File: src/mpq_pkg.sv
`default_nettype none

package mpq_pkg;

  localparam int DEPTH = 128;
  localparam int CNT_W = $clog2(DEPTH + 1);

  localparam int VALUE_W = 32;
  localparam int PRIO_W  = 16;
  localparam int COUNT_W = 8;

  localparam int S_DATA_W = 48;
  localparam int M_DATA_W = 56;

  typedef enum logic [0:0] {
    OP_ENQ = 1'b0,
    OP_DEQ = 1'b1
  } op_t;

  typedef enum logic [1:0] {
    ST_DONE  = 2'd0,
    ST_FULL  = 2'd1,
    ST_EMPTY = 2'd2
  } status_t;

  typedef struct packed {
    logic signed [VALUE_W-1:0] value;
    logic [PRIO_W-1:0]         prio;
  } entry_t;

  // broadcast to every cell of the chain
  typedef struct packed {
    logic   ins;
    logic   del;
    entry_t entry;
  } cmd_t;

endpackage

`default_nettype wire

File: src/mpq_cell.sv
`default_nettype none

module mpq_cell (
  input  wire logic           clk,
  input  wire mpq_pkg::cmd_t  cmd,
  input  wire logic           occupied,
  input  wire logic           left_goes,
  input  wire mpq_pkg::entry_t left_entry,
  input  wire mpq_pkg::entry_t right_entry,
  output mpq_pkg::entry_t     entry,
  output logic                goes
);

  mpq_pkg::entry_t entry_next;

  // new item lands before this one only on a strictly lower priority,
  // so equal priorities keep arrival order
  assign goes = !occupied || (cmd.entry.prio < entry.prio);

  always_comb begin
    entry_next = entry;
    if (cmd.ins && goes) begin
      entry_next = left_goes ? left_entry : cmd.entry;
    end else if (cmd.del) begin
      entry_next = right_entry;
    end
  end

  always_ff @(posedge clk) begin
    entry <= entry_next;
  end

endmodule

`default_nettype wire

File: config.mk
export PLATFORM = sky130hd
export DESIGN_NAME = mpq_cell
export DESIGN_NICKNAME = d
export VERILOG_FILES = /design/src/mpq_pkg.sv /design/src/mpq_cell.sv
export SDC_FILE = /design/constraint.sdc
export NUM_CORES = 1
export LEC_CHECK = 0
export ABC_AREA = 0
export BUFFER_PORTS_ARGS = -buffer_cell sky130_fd_sc_hd__buf_2
export CAP_MARGIN = 0
export CORE_MARGIN = 2
export CORE_UTILIZATION = 30
export DETAILED_ROUTE_END_ITERATION = 10
export PLACE_DENSITY = 0.56
export RECOVER_POWER = 25
export SLEW_MARGIN = 40
export SYNTH_ARGS = -nofsm -noshare
export SYNTH_HDL_FRONTEND = slang
export SYNTH_SLANG_ARGS = --single-unit
export TNS_END_PERCENT = 30
File: constraint.sdc
create_clock -name clk -period 4.4 [get_ports clk]
set_input_delay 0.44 -clock clk [delete_from_list [all_inputs] [get_ports clk]]
set_output_delay 0.44 -clock clk [all_outputs]
set_load 0.02 [all_outputs]
==> flow_summary.toml, run 1 <==
[status]
status = "completed"

[global_route]
grt_pass1_vias = 2574
grt_pass1_wl_um = 11900
grt_start_max_net_pins = 49
overflow = 0
antenna_found_initial = 0
track_usage_pct = 13.5

[floorplanning]
die_area_um2 = 11000
chipHeight_um = 105
die-width_um = 105
core_area_um2 = 9820
ios = 198
start_util_pct = 31.0
fp-row-count = 36

[layout]
final_cell_area_um2 = 4210
fin_nets = 574
top_regs = "entry: 48 flops"
largest-register = "entry"
instances_no_fill = 544
utilization_pct = 42.8
syn_to_final_growth_pct = 38.1
drive_gt1_share_pct = 65.7
diodes = 0
largest_reg_flops = 48

[critical_path]
cp-start-kind = "register"
cp_max_fo = 48
worstPathRequired_ns = 4.45
reg2reg_slack_ns = 1.54
crit_type = "register to register"
cp-end-kind = "register"
arrival_ns = 2.91
ff2ff_path_depth = 8

[placement]
placed_area_um2 = 4170
gp_congestion = 0.737
dp.cells = 536
pre_cts_slack_ns = 1.32
place_hpwl_um = 5890
port-buffer-count = 197

[timing]
max_freq_ghz = 0.350
finalSetupTns_ns = 0
post-route-period-util_pct = 64.9
worst-slew-pin-transition_ns = 0.668
finalMaxSlewViolations = 0
hold_slack_ns = 0.434
layout_setup_ws_ns = 1.54
setup_viol = 0
fin_crit_ns = 2.86
clock_skew_ns = 0.0127
rsz0062_at_grt = "no"
final_hold_viol_count = 0
slew_headroom_pct = 55.4

[clock_tree]
cts_inserted_buffers = 5
clk_latency_ns = 0.30
cts_hold_buffers = 0
clkTransAtPathRegs_ns = 0.10
root_buffer = "clkbuf_8"
h-tree-depth = 2
cts_setup_buffers = 0
clock_path_buffers = 2
cts_tree = "done"
cts_resized = 0
cts_num_sinks = 48

[detailed_routing]
drcViolationCount = 0
dr_total_vias = 2420
wl_per_cell_um = 13.8
drt_iter0_drc = 64
ant_nets = 0
dr.pass1.iters = 4
viasPerCell = 4.45
routed_wl_um = 7510

[yosys]
yosysMostFrequentCell = "mux2_2"
syn-num-nets = 378
synth_largest_area_cell = "edfxtp_1"
syn_area_um2 = 3050
ys_seq_area_share_pct = 47.3
ys.warnings.count = 0
synthArstFlopShare_pct = 0
synth_enable_flop_cells = 48
synth_cell_types = 25
synth_ff_type = "edfxtp_1"
avgSynthCellArea_um2 = 14.2
synth.ff_latch_count = 48
syn_inst = 214
yosysTopAreaCellShare_pct = 47.3
synth_common_cells = "mux2_2, edfxtp_1, inv_1"
yosys-top-cells-area = "edfxtp_1, mux2_2, ha_1, mux2_4, inv_1"

[hold_path]
min_path_type = "input pin to register"
whs_path_depth = 2

[power]
leakage_nw = 1.89
ir_worst_vdd_mv = 0.158
power_mw = 1.36
powerDensity_nw_per_um2 = 322

[flow_run]
cap_violations = 0
layout by cell type, fill, tap and decap left out, drive strengths merged, types with 2 or more instances in the layout:
cell type	instances
clkinv	2
clkbuf	41
a21oi	4
ha	15
nor2	2
nand4	2
mux2	96
inv	17
edfxtp	48
nor3	2
nand3	3
o21ai	3
buf	163
nand2	6
worst paths after layout:
kind,start,end
max,entry[15],entry[4]
min,right_entry[40],entry[40]
min reg2reg,entry[5],entry[0]
max reg2reg,entry[15],entry[4]
layer usage:
metal	track usage [%]	vias to the layer above	share of wire [%]
met4	3.81	0	1.2
met2	23.7	128	48
li1	-	1199	-
met1	15.1	1087	39
met5	0	-	0
met3	5.49	6	12
kinds of logic (layout without fill, tap and decap cells):
family / after synthesis / count (layout) / share of synthesized area, %
compound gates: 11 / 11 / 2.51
fa+ha+maj: 15 / 15 / 6.16
buf+inv: 26 / 223 / 4.07
flops: 48 / 48 / 47.3
mux: 96 / 96 / 36.6
simple gates: 18 / 18 / 3.33
layout make-up:
class | count | area [um^2]
Tap cell | 133 | 166
Inverter | 16 | 60.1
Sequential cell | 48 | 1440
Clock buffer | 5 | 68.8
Multi-Input combinational cell | 140 | 1490
Fill cell | 994 | 5610
Timing Repair Buffer | 199 | 958
Clock inverter | 3 | 17.5
critical path: stages (launching register included):
cell and delay [ns]:
edfxtp_1 0.36, inv_1 0.05, ha_1 0.32, nand4_2 0.15, nor3_2 0.25, o311ai_1 0.22, a32oi_4 0.24, buf_4 0.59
mux2_2 0.42
power by group:
| group | total (mW) | switching (mW) | leakage [nW] | internal, mW |
|---|---|---|---|---|
| logic | 0.474 | 0.258 | 1.36 | 0.216 |
| clock network | 0.260 | 0.149 | 0.0460 | 0.111 |
| registers | 0.622 | 0.0238 | 0.488 | 0.599 |
Note: power is estimated with default switching activity, not from simulation.
==> run 2, diff against run 1 <==
Clock period 4.4 ns to 2.9 ns, I/O delays scaled along.
==> run 2 against run 1 <==
Against the previous run: final cell count increased by 0.55%; clock-buffer cell count increased by 1; global-route usage decreased by 0.077 points; design area increased by 1.0%; non-clock buffer count increased by 3; die area unchanged; first-iteration DRC count decreased by 16%; sequential power increased by 52%; critical path depth increased by 1; combinational power increased by 56%; flip-flop and latch count unchanged; largest cell class unchanged.
==> flow_summary.toml, run 2 (same netlist as run 1, synthesis figures left out) <==
[detailed_routing]
dr_total_vias = 2443
dr.pass1.iters = 4
wl_per_cell_um = 13.6
viasPerCell = 4.47
drt_iter0_drc = 54
ant_nets = 0
routed_wl_um = 7440
drcViolationCount = 0

[clock_tree]
cts_hold_buffers = 0
clk_latency_ns = 0.29
cts_num_sinks = 48
h-tree-depth = 2
clkTransAtPathRegs_ns = 0.09
cts_inserted_buffers = 5
cts_setup_buffers = 0
cts_resized = 0
cts_tree = "done"
clock_path_buffers = 2
root_buffer = "clkbuf_8"

[floorplanning]
fp-row-count = 36
die-width_um = 105
chipHeight_um = 105
die_area_um2 = 11000
core_area_um2 = 9820
start_util_pct = 31.0
ios = 198

[layout]
top_regs = "entry: 48 flops"
largest-register = "entry"
diodes = 0
mostFrequentLayoutCell = "buf_2"
drive_gt1_share_pct = 65.7
utilization_pct = 43.3
syn_to_final_growth_pct = 39.5
instances_no_fill = 547
mostFrequentLayoutCells = "buf_2, mux2_2, edfxtp_1"
fin_nets = 577
largest_reg_flops = 48

[critical_path]
arrival_ns = 2.61
cp-start-kind = "register"
worstPathRequired_ns = 2.89
cp-end-kind = "register"
cp_max_fo = 49
crit_type = "register to register"

[timing]
max_freq_ghz = 0.381
setup_viol = 0
clock_skew_ns = 0.00887
final_hold_viol_count = 0
fin_crit_ns = 2.62
slew_headroom_pct = 63.6
worst-slew-pin-transition_ns = 0.538
rsz0062_at_grt = "no"
finalMaxSlewViolations = 0
finalSetupTns_ns = 0
post-route-period-util_pct = 90.4

[global_route]
grt_pass1_wl_um = 11800
overflow = 0
grt_start_max_net_pins = 50
track_usage_pct = 13.5
antenna_found_initial = 0
grt_pass1_vias = 2522

[hold_path]
min_path_type = "input pin to register"

[power]
seqPwrFrac_pct = 45.7
power.internal_mw = 1.42
clkPwrFrac_pct = 18.6
powerDensity_nw_per_um2 = 486
p_sw_share_pct = 31.4
combPwrFrac_pct = 35.8
ir_worst_vdd_mv = 0.185
leakage_nw = 1.91
p_sw_mw = 0.648
power_mw = 2.06

[placement]
place_hpwl_um = 5950
gp_congestion = 0.700
port-buffer-count = 197
dp.cells = 539

[flow_run]
cap_violations = 0

[status]
status = "completed"
==> run 2: layout make-up <==
type	count	area (um^2)
fillers	999	5570
multi-input cells	140	1490
flip-flops and latches	48	1440
repair buffers	202	1000
well taps	133	166
clock buffers	6	72.6
inverters	16	60.1
clock inverters	2	11.3
==> run 2: path summary, 6_finish.rpt <==
kind | from | endpoint | slack (ns) | cells after the start
worst max-delay path | entry[14] | entry[35] | 0.28 | 9
worst min-delay path | right_entry[46] | entry[46] | 0.29 | 2
worst max register to register | entry[14] | entry[35] | 0.28 | 9
worst min register to register | entry[4] | entry[39] | 1.47 | 8
==> run 2: through the flow <==
step,hold slack [ns],worst slack [ns],area [um^2]
global route,0.268,0.0518,4250
floorplan,0.507,0.0379,3050
finish,0.286,0.278,4250
CTS,0.271,0.256,4290
detailed placement,0.594,0.196,4210
global placement,0.594,0.267,4210
==> run 2: per-layer routing <==
layer / part of all wire (%) / GRT usage (%) / vias up
li1: - / - / 1210
met1: 41 / 15.3 / 1103
met2: 48 / 23.5 / 128
met3: 11 / 5.36 / 2
met4: 0.54 / 3.43 / 0
met5: 0 / 0 / -
==> run 2: power groups by stage <==
stage | clock network (mW) | registers, mW | logic, mW
2_1_floorplan | 0 | 1.10 | 0.345
3_3_place_gp | 0 | 0.955 | 0.766
3_5_place_dp | 0 | 0.957 | 0.773
4_1_cts | 0.409 | 0.942 | 0.776
5_1_grt | 0.435 | 0.957 | 0.812
6_report | 0.384 | 0.943 | 0.738
==> run 2: worst max-delay path, stage by stage (launching register included) <==
cell and delay [ns]:
edfxtp_1 0.40, inv_1 0.08, ha_1 0.24, nand4_2 0.14, o21bai_1 0.11, nor4b_1 0.52
a32oi_4 0.18, buf_12 0.23, nand2b_2 0.13, buf_12 0.22
==> run 3, diff against run 2 <==
Settings changed: ABC_AREA 0 to 1.
==> run 3 against run 2 <==
Against the previous run: worst hold slack worse by 0.033 ns; combinational power is 10% lower; synthesized cell count is 55% higher; clock-buffer cell count is 1 lower; total power is 0.74% lower; critical endpoint is now goes; largest cell class unchanged.
==> flow_summary.toml, run 3 <==
[timing]
max_freq_ghz = 0.408
post-route-period-util_pct = 84.5
clock_skew_ns = 0.00667
slew_headroom_pct = 57.7
layout_setup_ws_ns = 0.448
setup_viol = 0
finalMaxSlewViolations = 0
final_hold_viol_count = 0
worst-slew-pin-transition_ns = 0.634
fin_crit_ns = 2.45
rsz0062_at_grt = "no"
finalSetupTns_ns = 0
hold_slack_ns = 0.253

[global_route]
grt_start_max_net_pins = 50
overflow = 0
grt_pass1_wl_um = 14300
antenna_found_initial = 0
track_usage_pct = 15.8
grt_pass1_vias = 3133

[floorplanning]
die-width_um = 106
ios = 198
chipHeight_um = 106
start_util_pct = 30.5
fp-row-count = 37
core_area_um2 = 10200
die_area_um2 = 11200

[layout]
fillCellCount = 1063
largest_reg_flops = 48
multi_input_area_um2 = 1470
final_cell_area_um2 = 4270
mostFrequentLayoutCell = "buf_2"
top_regs = "entry: 48 flops"
diodes = 0
largest-register = "entry"
syn_to_final_growth_pct = 37.4
drive_gt1_share_pct = 42.8
utilization_pct = 41.9
seqCellArea_um2 = 1440
instances_no_fill = 659
mostFrequentLayoutCells = "buf_2, nand2_1, nand3_1"
fin_nets = 686

[placement]
dp.cells = 651
place_hpwl_um = 6530
gp_congestion = 0.743
pre_cts_slack_ns = 0.727
placed_area_um2 = 4210
port-buffer-count = 197

[yosys]
synth_enable_flop_cells = 48
synth_ff_type = "edfxtp_1"
ys_seq_area_share_pct = 46.4
syn-num-nets = 495
synthArstFlopShare_pct = 0
ys.warnings.count = 0
synth.ff_latch_count = 48
synth_common_cells = "nand2_1, nand3_1, edfxtp_1"
synth_largest_area_cell = "edfxtp_1"
avgSynthCellArea_um2 = 9.38
synth_cell_types = 16
yosysTopAreaCellShare_pct = 46.4
yosys-top-cells-area = "edfxtp_1, mux2_2, nand2_1, nand3_1, ha_1"
syn_inst = 331
yosysMostFrequentCell = "nand2_1"
syn_area_um2 = 3110

[critical_path]
critical_path.max_stage_delay_ns = 0.40
arrival_ns = 2.16
path_cells = "inv_1 -> ha_1 -> a21oi_1 -> nor2_1 -> nor3_1 -> nand2_1 -> nand2_1 -> nand2_1 -> nand2_2 -> buf_4 -> buf_2"
cp-end-kind = "output pin"
reg2reg_slack_ns = 0.76
cp.depth = 11
worstReg2RegStart = "entry[5]"
cp_max_fo = 25
cp_slowest_cell = "edfxtp_1"
worst-path-buf-inv = 3
worstPathRequired_ns = 2.61
crit_type = "register to output pin"
ff2ff_path_depth = 12
reg2reg_to = "entry[28]"
critical_path.top_delay_family = "buffers and inverters"
worstSetupEndpoint = "goes"
cp_common_cell = "nand2_1"
crit_start = "entry[5]"
cp-start-kind = "register"

[clock_tree]
cts_resized = 0
cts_num_sinks = 48
cts_inserted_buffers = 5
cts_setup_buffers = 0
root_buffer = "clkbuf_8"
cts_tree = "done"
clkTransAtPathRegs_ns = 0.09
h-tree-depth = 2
clock_path_buffers = 2
cts_hold_buffers = 0
clk_latency_ns = 0.29

[status]
status = "completed"

[power]
leakage_nw = 2.16
powerDensity_nw_per_um2 = 480
ir_worst_vdd_mv = 0.207
power_mw = 2.05

[detailed_routing]
dr_total_vias = 2961
drt_iter0_drc = 131
wl_per_cell_um = 13.3
drcViolationCount = 0
ant_nets = 0
routed_wl_um = 8740
dr.pass1.iters = 4
viasPerCell = 4.49

[hold_path]
min_path_type = "input pin to register"

[flow_run]
cap_violations = 0
-- run 3: changes by cell type after synthesis, moves of 3 or more --
cell,previous run,this run
mux2_4,9,0
buf_2,0,8
nand3_1,3,49
nand2_1,6,114
a21oi_1,4,7
buf_1,0,3
mux2_2,87,47
inv_1,16,22
-- run 3: power by group --
part	switching [mW]	internal [mW]
combinational	0.409	0.254
clock	0.217	0.251
sequential	0.0315	0.887
-- run 3: worst register-to-register path, delay by kind of cell (launching register included) --
kind | cells | cell delay, ns
compound gates | 1 | 0.16
fa+ha+maj | 1 | 0.23
buf+inv | 2 | 0.39
flops | 1 | 0.40
simple gates | 8 | 0.61
-- run 3: routing by layer --
layer	vias up	GRT usage (%)	share of wire, %
li1	1503	-	-
met1	1313	17.9	41
met2	135	28.6	49
met3	10	4.76	8.8
met4	0	4.61	1.5
met5	-	0	0
-- run 3: cells by family (layout without fill, tap and decap cells) --
| group | count (synthesis) | after routing | synth area share (%) |
|---|---|---|---|
| compound gates | 10 | 10 | 1.61 |
| fa+ha+maj | 15 | 15 | 6.04 |
| buf+inv | 42 | 234 | 6.25 |
| flops | 48 | 48 | 46.4 |
| mux | 47 | 47 | 17.0 |
| simple gates | 169 | 169 | 22.6 |
-- run 3: worst min path at each step --
stage	endpoint	start	slack [ns]	depth (start not counted)
final	entry[24]	right_entry[24]	0.25	3
after global routing	entry[24]	right_entry[24]	0.24	3
after CTS	entry[24]	right_entry[24]	0.24	3
after detailed placement	entry[24]	right_entry[24]	0.56	3
after global placement	entry[35]	right_entry[35]	0.55	3
after floorplan	entry[0]	right_entry[0]	0.47	2
-- run 3: area by class of cell --
class                           instances  share of cell area (%)
Multi-Input combinational cell        241                    34.5
Sequential cell                        48                    33.8
Timing Repair Buffer                  204                    23.3
Tap cell                              136                    3.99
Inverter                               22                    1.94
Clock buffer                            5                    1.61
Clock inverter                          3                   0.880
